**config.mk**
```make
export PLATFORM = sky130hd
export DESIGN_NAME = alert_priority_queue_core
export DESIGN_NICKNAME = d
export VERILOG_FILES = /design/src/hw/rtl/apq_pkg.sv /design/src/hw/rtl/apq_cell.sv /design/src/hw/rtl/alert_priority_queue_core.sv
export SDC_FILE = /design/constraint.sdc
export NUM_CORES = 2
export LEC_CHECK = 0
export BUFFER_PORTS_ARGS = -buffer_cell sky130_fd_sc_hd__clkbuf_2
export CAP_MARGIN = 20
export CORE_UTILIZATION = 65
export CTS_CLUSTER_SIZE = 16
export DETAILED_ROUTE_END_ITERATION = 6
export PLACE_DENSITY = 0.84
export RECOVER_POWER = 100
export SYNTH_ARGS = -nofsm -noshare
export SYNTH_HDL_FRONTEND = slang
export SYNTH_SLANG_ARGS = --single-unit
```
**constraint.sdc**
```tcl
create_clock -name clk_i -period 19.25 [get_ports clk_i]
set_input_delay 3.85 -clock clk_i [delete_from_list [all_inputs] [get_ports clk_i]]
set_output_delay 3.85 -clock clk_i [all_outputs]
set_load 0.005 [all_outputs]
```
**src/hw/rtl/apq_pkg.sv**
```systemverilog
// shared types, constants and helpers of the alert priority queue
`default_nettype none

package apq_pkg;

  localparam int unsigned PendingSlots = 4;
  localparam int unsigned IdxW = (PendingSlots > 1) ? $clog2(PendingSlots) : 1;
  localparam int unsigned CountW = $clog2(PendingSlots + 1);

  localparam logic [63:0] IdMax = '1;
  localparam logic [31:0] SkipMax = '1;

  typedef enum logic [1:0] {
    KIND_ENQUEUE = 2'd0,
    KIND_DISMISS = 2'd1,
    KIND_REMOVE  = 2'd2
  } kind_e;

  typedef enum logic [1:0] {
    SRC_NONE     = 2'd0,
    SRC_ALARM    = 2'd1,
    SRC_TIMER    = 2'd2,
    SRC_INTERVAL = 2'd3
  } source_e;

  typedef enum logic [2:0] {
    OP_NONE,
    OP_COALESCE,
    OP_APPEND,
    OP_DEL_IDX,
    OP_DEL_SRC
  } cell_op_e;

  typedef struct packed {
    logic [63:0] id;
    logic [63:0] occ;
    logic [31:0] skips;
    logic [1:0]  src;
    logic [1:0]  rsn;
    logic        rec;
  } entry_t;

  typedef struct packed {
    logic   valid;
    entry_t ent;
  } slot_t;

  typedef struct packed {
    logic            valid;
    logic [1:0]      prio;
    logic [63:0]     id;
    logic [IdxW-1:0] idx;
  } best_t;

  typedef struct packed {
    cell_op_e        op;
    logic [1:0]      key_src;
    logic [IdxW-1:0] idx;
    entry_t          ent;
  } cell_cmd_t;

  function automatic logic [1:0] prio_of(logic [1:0] src);
    logic [1:0] p;
    case (src)
      SRC_ALARM: p = 2'd3;
      SRC_TIMER: p = 2'd2;
      default:   p = 2'd1;
    endcase
    return p;
  endfunction

  function automatic logic [31:0] sat_add_skip(logic [31:0] have, logic [31:0] skipped);
    logic [33:0] sum;
    sum = {2'b00, have} + {2'b00, skipped} + 34'd1;
    return (sum > {2'b00, SkipMax}) ? SkipMax : sum[31:0];
  endfunction

endpackage

`default_nettype wire

```
**src/hw/rtl/apq_cell.sv**
```systemverilog
// one pending slot of the queue: holds an entry, coalesces, shifts, appends and ranks
`default_nettype none

module apq_cell (
  input  logic                       clk_i,
  input  logic                       rst_ni,
  input  apq_pkg::cell_cmd_t         cmd_i,
  input  logic [apq_pkg::IdxW-1:0]   idx_i,
  input  logic                       left_valid_i,
  input  logic                       left_del_i,
  input  apq_pkg::slot_t             right_i,
  input  apq_pkg::best_t             best_i,
  output apq_pkg::slot_t             slot_o,
  output logic                       del_o,
  output logic                       match_o,
  output apq_pkg::best_t             best_o
);
  import apq_pkg::*;

  slot_t      slot_q, slot_d;
  best_t      best_q, best_d;
  logic       target;
  logic [1:0] own_prio;
  logic       own_better;

  assign match_o = slot_q.valid && (slot_q.ent.src == cmd_i.key_src);
  assign target  = ((cmd_i.op == OP_DEL_IDX) && (idx_i == cmd_i.idx)) ||
                   ((cmd_i.op == OP_DEL_SRC) && match_o);
  // any target at or left of this cell pulls the right neighbor in
  assign del_o   = left_del_i || target;

  always_comb begin
    slot_d = slot_q;
    case (cmd_i.op)
      OP_COALESCE: begin
        if (match_o) begin
          slot_d.ent.occ   = cmd_i.ent.occ;
          slot_d.ent.skips = sat_add_skip(slot_q.ent.skips, cmd_i.ent.skips);
          slot_d.ent.rec   = 1'b1;
        end
      end
      OP_APPEND: begin
        if (!slot_q.valid && left_valid_i) begin
          slot_d.valid = 1'b1;
          slot_d.ent   = cmd_i.ent;
        end
      end
      OP_DEL_IDX, OP_DEL_SRC: begin
        if (del_o) begin
          slot_d = right_i;
        end
      end
      default: ;
    endcase
  end

  // ranking token moves one cell per cycle: priority first, then lower id
  assign own_prio   = prio_of(slot_q.ent.src);
  assign own_better = slot_q.valid &&
                      (!best_i.valid || (own_prio > best_i.prio) ||
                       ((own_prio == best_i.prio) && (slot_q.ent.id < best_i.id)));

  always_comb begin
    best_d = best_i;
    if (own_better) begin
      best_d.valid = 1'b1;
      best_d.prio  = own_prio;
      best_d.id    = slot_q.ent.id;
      best_d.idx   = idx_i;
    end
  end

  always_ff @(posedge clk_i or negedge rst_ni) begin
    if (!rst_ni) begin
      slot_q <= '0;
      best_q <= '0;
    end else begin
      slot_q <= slot_d;
      best_q <= best_d;
    end
  end

  assign slot_o = slot_q;
  assign best_o = best_q;

endmodule

`default_nettype wire

```
**src/hw/rtl/alert_priority_queue_core.sv**
```systemverilog
// top level of the alert priority queue: sequencer, active alert and cell chain
`default_nettype none

// Keeps one active alert and a row of pending slots, each slot a cell that
// can shift toward the head, take an appended word or coalesce in place.
// One word is worked at a time. An enqueue passes the execute state, then
// waits in the done state until the output is free; its result is then
// registered on the output and the sequencer goes back to idle, where the
// next word can be taken. A dismiss, or a remove that hits the active source,
// ranks the pending slots when any are held, passing a token along the cell
// chain, one cell a cycle; a remove then purges matching slots. A new word
// is accepted while the last result is still waiting on the output.
module alert_priority_queue_core (
  input  logic        clk_i,
  input  logic        rst_ni,
  input  logic        in_valid_i,
  output logic        in_ready_o,
  input  logic [1:0]  kind_i,
  input  logic [1:0]  source_i,
  input  logic [1:0]  reason_i,
  input  logic [63:0] occurrence_i,
  input  logic [31:0] skipped_i,
  input  logic        recovered_i,
  input  logic [63:0] alert_id_i,
  output logic        out_valid_o,
  input  logic        out_ready_i,
  output logic        accepted_o,
  output logic        active_valid_o,
  output logic [63:0] active_id_o,
  output logic [1:0]  active_source_o,
  output logic [1:0]  active_reason_o,
  output logic [63:0] active_occurrence_o,
  output logic [31:0] active_skips_o,
  output logic        active_recovered_o,
  output logic [2:0]  waiting_count_o
);
  import apq_pkg::*;

  typedef enum logic [2:0] {
    S_IDLE,
    S_EXEC,
    S_SCAN,
    S_PICK,
    S_PURGE,
    S_DONE
  } state_e;

  typedef struct packed {
    kind_e       kind;
    logic [1:0]  src;
    logic [1:0]  rsn;
    logic [63:0] occ;
    logic [31:0] skipped;
    logic        rec;
    logic [63:0] aid;
  } req_t;

  state_e            state_q, state_d;
  req_t              req_q, req_d;
  entry_t            cur_q, cur_d;
  logic [63:0]       fresh_q, fresh_d;
  logic [CountW-1:0] count_q, count_d;
  logic              ok_q, ok_d;
  logic              purge_q, purge_d;
  logic [IdxW-1:0]   scan_q, scan_d;
  logic              out_valid_q, out_valid_d;
  logic              out_acc_q, out_acc_d;
  entry_t            out_ent_q, out_ent_d;
  logic [CountW-1:0] out_cnt_q, out_cnt_d;

  cell_cmd_t                cmd;
  entry_t                   new_ent;
  logic                     start_promote;
  logic                     any_match;
  logic [PendingSlots-1:0]  match_vec;
  logic [PendingSlots-1:0]  del_vec;
  logic [PendingSlots-1:0]  valid_vec;
  slot_t                    slots [PendingSlots];
  best_t                    bests [PendingSlots];
  best_t                    best_last;

  for (genvar g = 0; g < PendingSlots; g++) begin : g_cell
    logic  lv;
    logic  ld;
    best_t bi;
    slot_t ri;

    if (g == 0) begin : g_head
      assign lv = 1'b1;
      assign ld = 1'b0;
      assign bi = '0;
    end else begin : g_body
      assign lv = slots[g-1].valid;
      assign ld = del_vec[g-1];
      assign bi = bests[g-1];
    end

    if (g == PendingSlots - 1) begin : g_tail
      assign ri = '0;
    end else begin : g_inner
      assign ri = slots[g+1];
    end

    apq_cell u_cell (
      .clk_i        (clk_i),
      .rst_ni       (rst_ni),
      .cmd_i        (cmd),
      .idx_i        (IdxW'(g)),
      .left_valid_i (lv),
      .left_del_i   (ld),
      .right_i      (ri),
      .best_i       (bi),
      .slot_o       (slots[g]),
      .del_o        (del_vec[g]),
      .match_o      (match_vec[g]),
      .best_o       (bests[g])
    );

    assign valid_vec[g] = slots[g].valid;
  end

  assign best_last = bests[PendingSlots-1];
  assign any_match = |match_vec;

  assign new_ent.id    = fresh_q;
  assign new_ent.occ   = req_q.occ;
  assign new_ent.skips = req_q.skipped;
  assign new_ent.src   = req_q.src;
  assign new_ent.rsn   = req_q.rsn;
  assign new_ent.rec   = req_q.rec;

  always_comb begin
    state_d       = state_q;
    req_d         = req_q;
    cur_d         = cur_q;
    fresh_d       = fresh_q;
    count_d       = count_q;
    ok_d          = ok_q;
    purge_d       = purge_q;
    scan_d        = scan_q;
    out_valid_d   = out_valid_q && !out_ready_i;
    out_acc_d     = out_acc_q;
    out_ent_d     = out_ent_q;
    out_cnt_d     = out_cnt_q;
    start_promote = 1'b0;
    cmd.op        = OP_NONE;
    cmd.key_src   = req_q.src;
    cmd.idx       = best_last.idx;
    cmd.ent       = new_ent;

    case (state_q)
      S_IDLE: begin
        if (in_valid_i) begin
          req_d.kind    = kind_e'(kind_i);
          req_d.src     = source_i;
          req_d.rsn     = reason_i;
          req_d.occ     = occurrence_i;
          req_d.skipped = skipped_i;
          req_d.rec     = recovered_i;
          req_d.aid     = alert_id_i;
          state_d       = S_EXEC;
        end
      end

      S_EXEC: begin
        state_d = S_DONE;
        ok_d    = 1'b0;
        purge_d = 1'b0;
        case (req_q.kind)
          KIND_ENQUEUE: begin
            if (req_q.src != SRC_NONE) begin
              if (cur_q.src == req_q.src) begin
                cur_d.occ   = req_q.occ;
                cur_d.skips = sat_add_skip(cur_q.skips, req_q.skipped);
                cur_d.rec   = 1'b1;
                ok_d        = 1'b1;
              end else if (any_match) begin
                cmd.op = OP_COALESCE;
                ok_d   = 1'b1;
              end else if (fresh_q != IdMax) begin
                ok_d    = 1'b1;
                fresh_d = fresh_q + 64'd1;
                if (cur_q.src == SRC_NONE) begin
                  cur_d = new_ent;
                end else begin
                  cmd.op = OP_APPEND;
                  // preempt: old active goes to the tail, dropped if the row is full
                  if (prio_of(req_q.src) > prio_of(cur_q.src)) begin
                    cmd.ent = cur_q;
                    cur_d   = new_ent;
                  end
                  if (count_q != CountW'(PendingSlots)) begin
                    count_d = count_q + CountW'(1);
                  end
                end
              end
            end
          end
          KIND_DISMISS: begin
            if ((req_q.aid != 64'd0) && (cur_q.src != SRC_NONE) &&
                (cur_q.id == req_q.aid)) begin
              ok_d          = 1'b1;
              start_promote = 1'b1;
            end
          end
          KIND_REMOVE: begin
            if (req_q.src != SRC_NONE) begin
              ok_d    = 1'b1;
              purge_d = 1'b1;
              if (cur_q.src == req_q.src) begin
                start_promote = 1'b1;
              end else begin
                state_d = S_PURGE;
              end
            end
          end
          default: ;
        endcase

        if (start_promote) begin
          if (count_q == '0) begin
            cur_d   = '0;
            state_d = purge_d ? S_PURGE : S_DONE;
          end else begin
            scan_d  = '0;
            state_d = S_SCAN;
          end
        end
      end

      S_SCAN: begin
        // token walks the cell chain from head to tail
        scan_d = scan_q + IdxW'(1);
        if (scan_q == IdxW'(PendingSlots - 1)) begin
          state_d = S_PICK;
        end
      end

      S_PICK: begin
        cur_d   = slots[best_last.idx].ent;
        cmd.op  = OP_DEL_IDX;
        count_d = count_q - CountW'(1);
        state_d = purge_q ? S_PURGE : S_DONE;
      end

      S_PURGE: begin
        cmd.op = OP_DEL_SRC;
        if (any_match) begin
          count_d = count_q - CountW'(1);
        end else begin
          state_d = S_DONE;
        end
      end

      S_DONE: begin
        if (!out_valid_q || out_ready_i) begin
          out_valid_d = 1'b1;
          out_acc_d   = ok_q;
          out_ent_d   = cur_q;
          out_cnt_d   = count_q;
          state_d     = S_IDLE;
        end
      end

      default: state_d = S_IDLE;
    endcase
  end

  always_ff @(posedge clk_i or negedge rst_ni) begin
    if (!rst_ni) begin
      state_q     <= S_IDLE;
      req_q       <= '0;
      cur_q       <= '0;
      fresh_q     <= 64'd1;
      count_q     <= '0;
      ok_q        <= 1'b0;
      purge_q     <= 1'b0;
      scan_q      <= '0;
      out_valid_q <= 1'b0;
      out_acc_q   <= 1'b0;
      out_ent_q   <= '0;
      out_cnt_q   <= '0;
    end else begin
      state_q     <= state_d;
      req_q       <= req_d;
      cur_q       <= cur_d;
      fresh_q     <= fresh_d;
      count_q     <= count_d;
      ok_q        <= ok_d;
      purge_q     <= purge_d;
      scan_q      <= scan_d;
      out_valid_q <= out_valid_d;
      out_acc_q   <= out_acc_d;
      out_ent_q   <= out_ent_d;
      out_cnt_q   <= out_cnt_d;
    end
  end

  assign in_ready_o          = (state_q == S_IDLE);
  assign out_valid_o         = out_valid_q;
  assign accepted_o          = out_acc_q;
  assign active_valid_o      = (out_ent_q.src != SRC_NONE);
  assign active_id_o         = out_ent_q.id;
  assign active_source_o     = out_ent_q.src;
  assign active_reason_o     = out_ent_q.rsn;
  assign active_occurrence_o = out_ent_q.occ;
  assign active_skips_o      = out_ent_q.skips;
  assign active_recovered_o  = out_ent_q.rec;
  assign waiting_count_o     = 3'(out_cnt_q);

`ifndef ASSERT_OFF
  a_count_matches_cells : assert property (@(posedge clk_i) disable iff (!rst_ni)
    $countones(valid_vec) == int'(count_q))
    else $error("pending count disagrees with cell valid bits");

  a_no_pending_without_active : assert property (@(posedge clk_i) disable iff (!rst_ni)
    (cur_q.src == SRC_NONE) |-> (count_q == '0))
    else $error("pending alerts with no active alert");

  a_fresh_nonzero : assert property (@(posedge clk_i) disable iff (!rst_ni)
    fresh_q != 64'd0)
    else $error("fresh id wrapped to zero");

  a_pick_has_winner : assert property (@(posedge clk_i) disable iff (!rst_ni)
    (state_q == S_PICK) |-> best_last.valid)
    else $error("promotion without a ranked pending slot");
`endif

endmodule

`default_nettype wire
```
==> impl_results.md <==
- Clock skew: 0.0420 ns
- Boundary pin count: 343
- Total CTS buffers: 152
- Xor/xnor cell area share of the yosys netlist: 3.85%
- Hold Crit Class: flip-flop to flip-flop
- GR Util All Layers: 41.1%
- Synth warnings: 0
- Clk slew on worst S/H paths: 0.06 ns
- Sw Pwr: 8.49 mW
- Root Buffer: clkbuf_16
- Min Tclk post-route: 13.53 ns
- FF+latch count, synth: 1,446
- Met3 usage: 11.0%
- Synth Cell Area: 81,700 µm²
- Setup Fix Bufs, Post-CTS: 0
- Post-Synth Simple-Gate Area: 12.5%
- Drt drc: 11
- Reg area: 36,200 µm²
- Internal Power: 9.52 mW
- Post-synthesis mux area share: 12.2%
- R2R depth: 11
- Fin. Hold Viols: 0
- Placed cell count: 9,856
- Fin cells: 10,100
- Drt wl/cell: 25.7 µm
- WP buf/inv: 3
- Routed WL: 261,000 µm
- Post-synth top area share: 44.3%
- Footprint of the multi-input gates: 41,800 µm²
- Layout cell share with drive strength beyond 1: 14.8%
- Top-count cell post-synth: dfrtp_1
- Slowest-stage cell, CP: clkbuf_1
- LEAKAGE: 41.0 nW
- Critical path startpoint category: flip-flop
- Final setup fails: 0
- Synth Area in Compound Gates: 16.7%
- Initial antenna violation count: 14
- Comb pwr share: 55.0%
- Pwr Total: 18.0 mW
- Status: complete, but fails checks
- Sw frac: 47.1%
- Core area: 124,000 µm²
- Final HPWL from detailed placement: 175,000 µm
- Critical path required time: 19.74 ns
- Worst skew pair latency: 0.82 ns
- Top cells by area, synth: dfrtp_1 (44%), mux2_2 (7.4%), ha_1 (5.9%)
- Pre-Repair DR Iteration Count: 7
- RSZ-0062 raised after global routing: no
- Worst slack, placed: 10.75 ns
- Most used DFF post-synth: dfrtp_1
- DR vias/cell: 6.83
- Final Cycle Share: 70.3%
- Cts hold-fix bufs: 0
- Worst-path maximum fanout: 93
- Crit-path cells: nand3_1 > nand3_1 > nor2b_1 > o211ai_1 > nor2_2 > clkbuf_1 > or3_1 > nand3_1 > clkbuf_1 > clkbuf_1 > o21ai_0
- Failing checks: design-rule violations, max-capacitance violations, max-slew violations
- Met2 usage: 62.5%
- VDD IR max: 0.209 mV
- Least-Margin Pin Slew: 6.66 ns
- Sequential Power Share: 27.2%
- RD Place Congestion: 1.06
- Core Rows: 129
- Vias: 69,300
- CTS tree: yes
- Synth area leader: dfrtp_1
- Largest family of logic cells by synthesized area: compound AO/OA/AOI/OAI gates
- Busiest grt layer: met2
- Die Height: 357 µm
- Syn_nets: 8,835
- Worst Setup End Kind: flip-flop
- H-tree levels: 4
- CP delay by family, top: buffers and inverters
- GRT Residual Overflow: 0
- Drt first-iter violations: 9,577
- Largest net degree at the start of global routing: 186
- # resized after CTS: 0
- Remaining antenna violation count after routing: 0
- Vias in the first global route: 69,400
- Clk sinks: 1,446
- Pwr Density: 202 nW/µm²
- Initial core utilization: 65.8%
- Synth cell count leaders: dfrtp_1 (1,445), nand2_1 (1,204), a21oi_1 (856)
- EDFF count, synth: 0
- Synth cell types: 101
- Fill cells: 8,598
- Syn Inst Count: 8,275
- Fmax: 0.0739 GHz
- Rel. slew slack: -344%
- GR Util met1: 52.9%
- MaxCap Viol Count: 37
- Die X: 357 µm
- First-pass GRT wire length: 404,000 µm
- Critical path arrival: 14.02 ns
- Hold depth: 1
- Sequential-to-total area share from yosys stat: 44.3%
- Crit-path max cell delay: 3.04 ns
- CTS Buffer Depth: 3
- Die footprint: 127,000 µm²
- Synth-to-layout area growth: 9.24%
- Final net count: 8,937
- Async set or reset register ratio after synthesis: 100%
- Clock power share: 17.8%
- Instance count on the critical path: 11
- Max-slew violations: 2,299
- Port bufs: 342
- Synthesized area per cell: 9.87 µm²
- Synth Area in Adders: 6.01%
- Setup WS post-layout: 5.72 ns
- Setup CP Type: flip-flop to flip-flop
- Post-Route Utilization: 71.9%
- TNS Setup: 0 ns
## layout make-up
| cell class | instances | share of cell area (%) |
|---|---|---|
| tap | 1637 | 2.30 |
| multi-input combinational | 5930 | 46.9 |
| clock buffer | 219 | 5.03 |
| antenna | 9 | 0.0252 |
| clock inverter | 60 | 1.09 |
| timing repair buffer | 426 | 2.35 |
| sequential | 1446 | 40.6 |
| inverter | 421 | 1.78 |
## flip-flops by register name, indices dropped and copies added, names as in the netlist, 2 cells and up
| name | cells |
|---|---|
| fresh_q | 64 |
| active_id_o | 64 |
| g_cell.u_cell.slot_o | 664 |
| new_ent | 99 |
| state_q | 3 |
| active_skips_o | 32 |
| active_occurrence_o | 64 |
| waiting_count_o | 3 |
| active_reason_o | 2 |
| req_q | 66 |
| cur_q | 165 |
| scan_q | 2 |
| g_cell.u_cell.best_o | 206 |
| count_q | 3 |
| active_source_o | 2 |
| cmd | 2 |
## layout by cell type, fill, tap and decap left out, types with 25 or more instances in the layout
cell type and instances:
nor4_1 44, nand2b_1 46, nor2_1 290, xnor2_1 199
and2_0 50, o21ai_0 609, o21a_1 25, a222oi_1 131
clkbuf_2 215, clkbuf_16 157, nand2_1 1206, nand3_1 117
a31oi_1 37, clkbuf_8 33, xor2_1 160, nor3_1 77
o22ai_1 34, and3_1 49, clkbuf_1 189, ha_1 383
a221oi_1 35, dfrtp_1 1443, a21o_1 143, mux4_2 165
o221ai_1 48, a211oi_1 63, inv_1 418, buf_4 47
mux2_2 529, and2_1 62, nand4_1 110, a21oi_1 857
o211ai_1 55, nor2b_1 59
## metal layers
layer	wire length (µm)	share of wire, %	vias up
met5	111	0.043	-
met3	30900	12	1013
met4	16900	6.5	12
li1	-	-	30000
met1	96700	37	33800
met2	116000	45	4457
## path summary, 6_finish.rpt
check / startpoint / to / slack [ns]
max in group asynchronous: rst_ni / g_cell[3].u_cell.slot_o[111]$_DFFE_PN0P_ / 7.09
min in group asynchronous: rst_ni / g_cell[2].u_cell.slot_o[158]$_DFFE_PN0P_ / 5.44
max reg2reg: g_cell[0].u_cell.slot_o[165]$_DFFE_PN0P_ / g_cell[2].u_cell.slot_o[93]$_DFFE_PN0P_ / 5.72
min reg2reg: g_cell[2].u_cell.best_o[0]$_DFF_PN0_ / g_cell[3].u_cell.best_o[0]$_DFF_PN0_ / 0.45
max: g_cell[0].u_cell.slot_o[165]$_DFFE_PN0P_ / g_cell[2].u_cell.slot_o[93]$_DFFE_PN0P_ / 5.72
min: g_cell[2].u_cell.best_o[0]$_DFF_PN0_ / g_cell[3].u_cell.best_o[0]$_DFF_PN0_ / 0.45
## power by group through the flow
stage,Sequential [mW],Clock (mW),Combinational (mW)
floorplan,4.40,0,7.15
global placement,4.82,0,9.29
detailed placement,4.87,0,9.47
CTS,4.83,3.22,9.58
global route,4.96,3.34,10.6
finish,4.90,3.21,9.91
## through the flow
step	hold WS (ns)	instance area [µm²]
after floorplan	0.412	81700
after global placement	0.423	84200
after detailed placement	0.424	84200
after CTS	0.454	89700
after global routing	0.483	89200
final	0.455	89200
## kinds of logic after synthesis
group                      after synthesis
and+or+nand+nor                       2232
muxes                                  719
xor gates and xnor gates               359
DFF                                   1446
buffers and inverters                  899
AOI/OAI and AO/OA                     2231
adders and majority gates              389
Note: power is estimated with default switching activity, not from simulation.
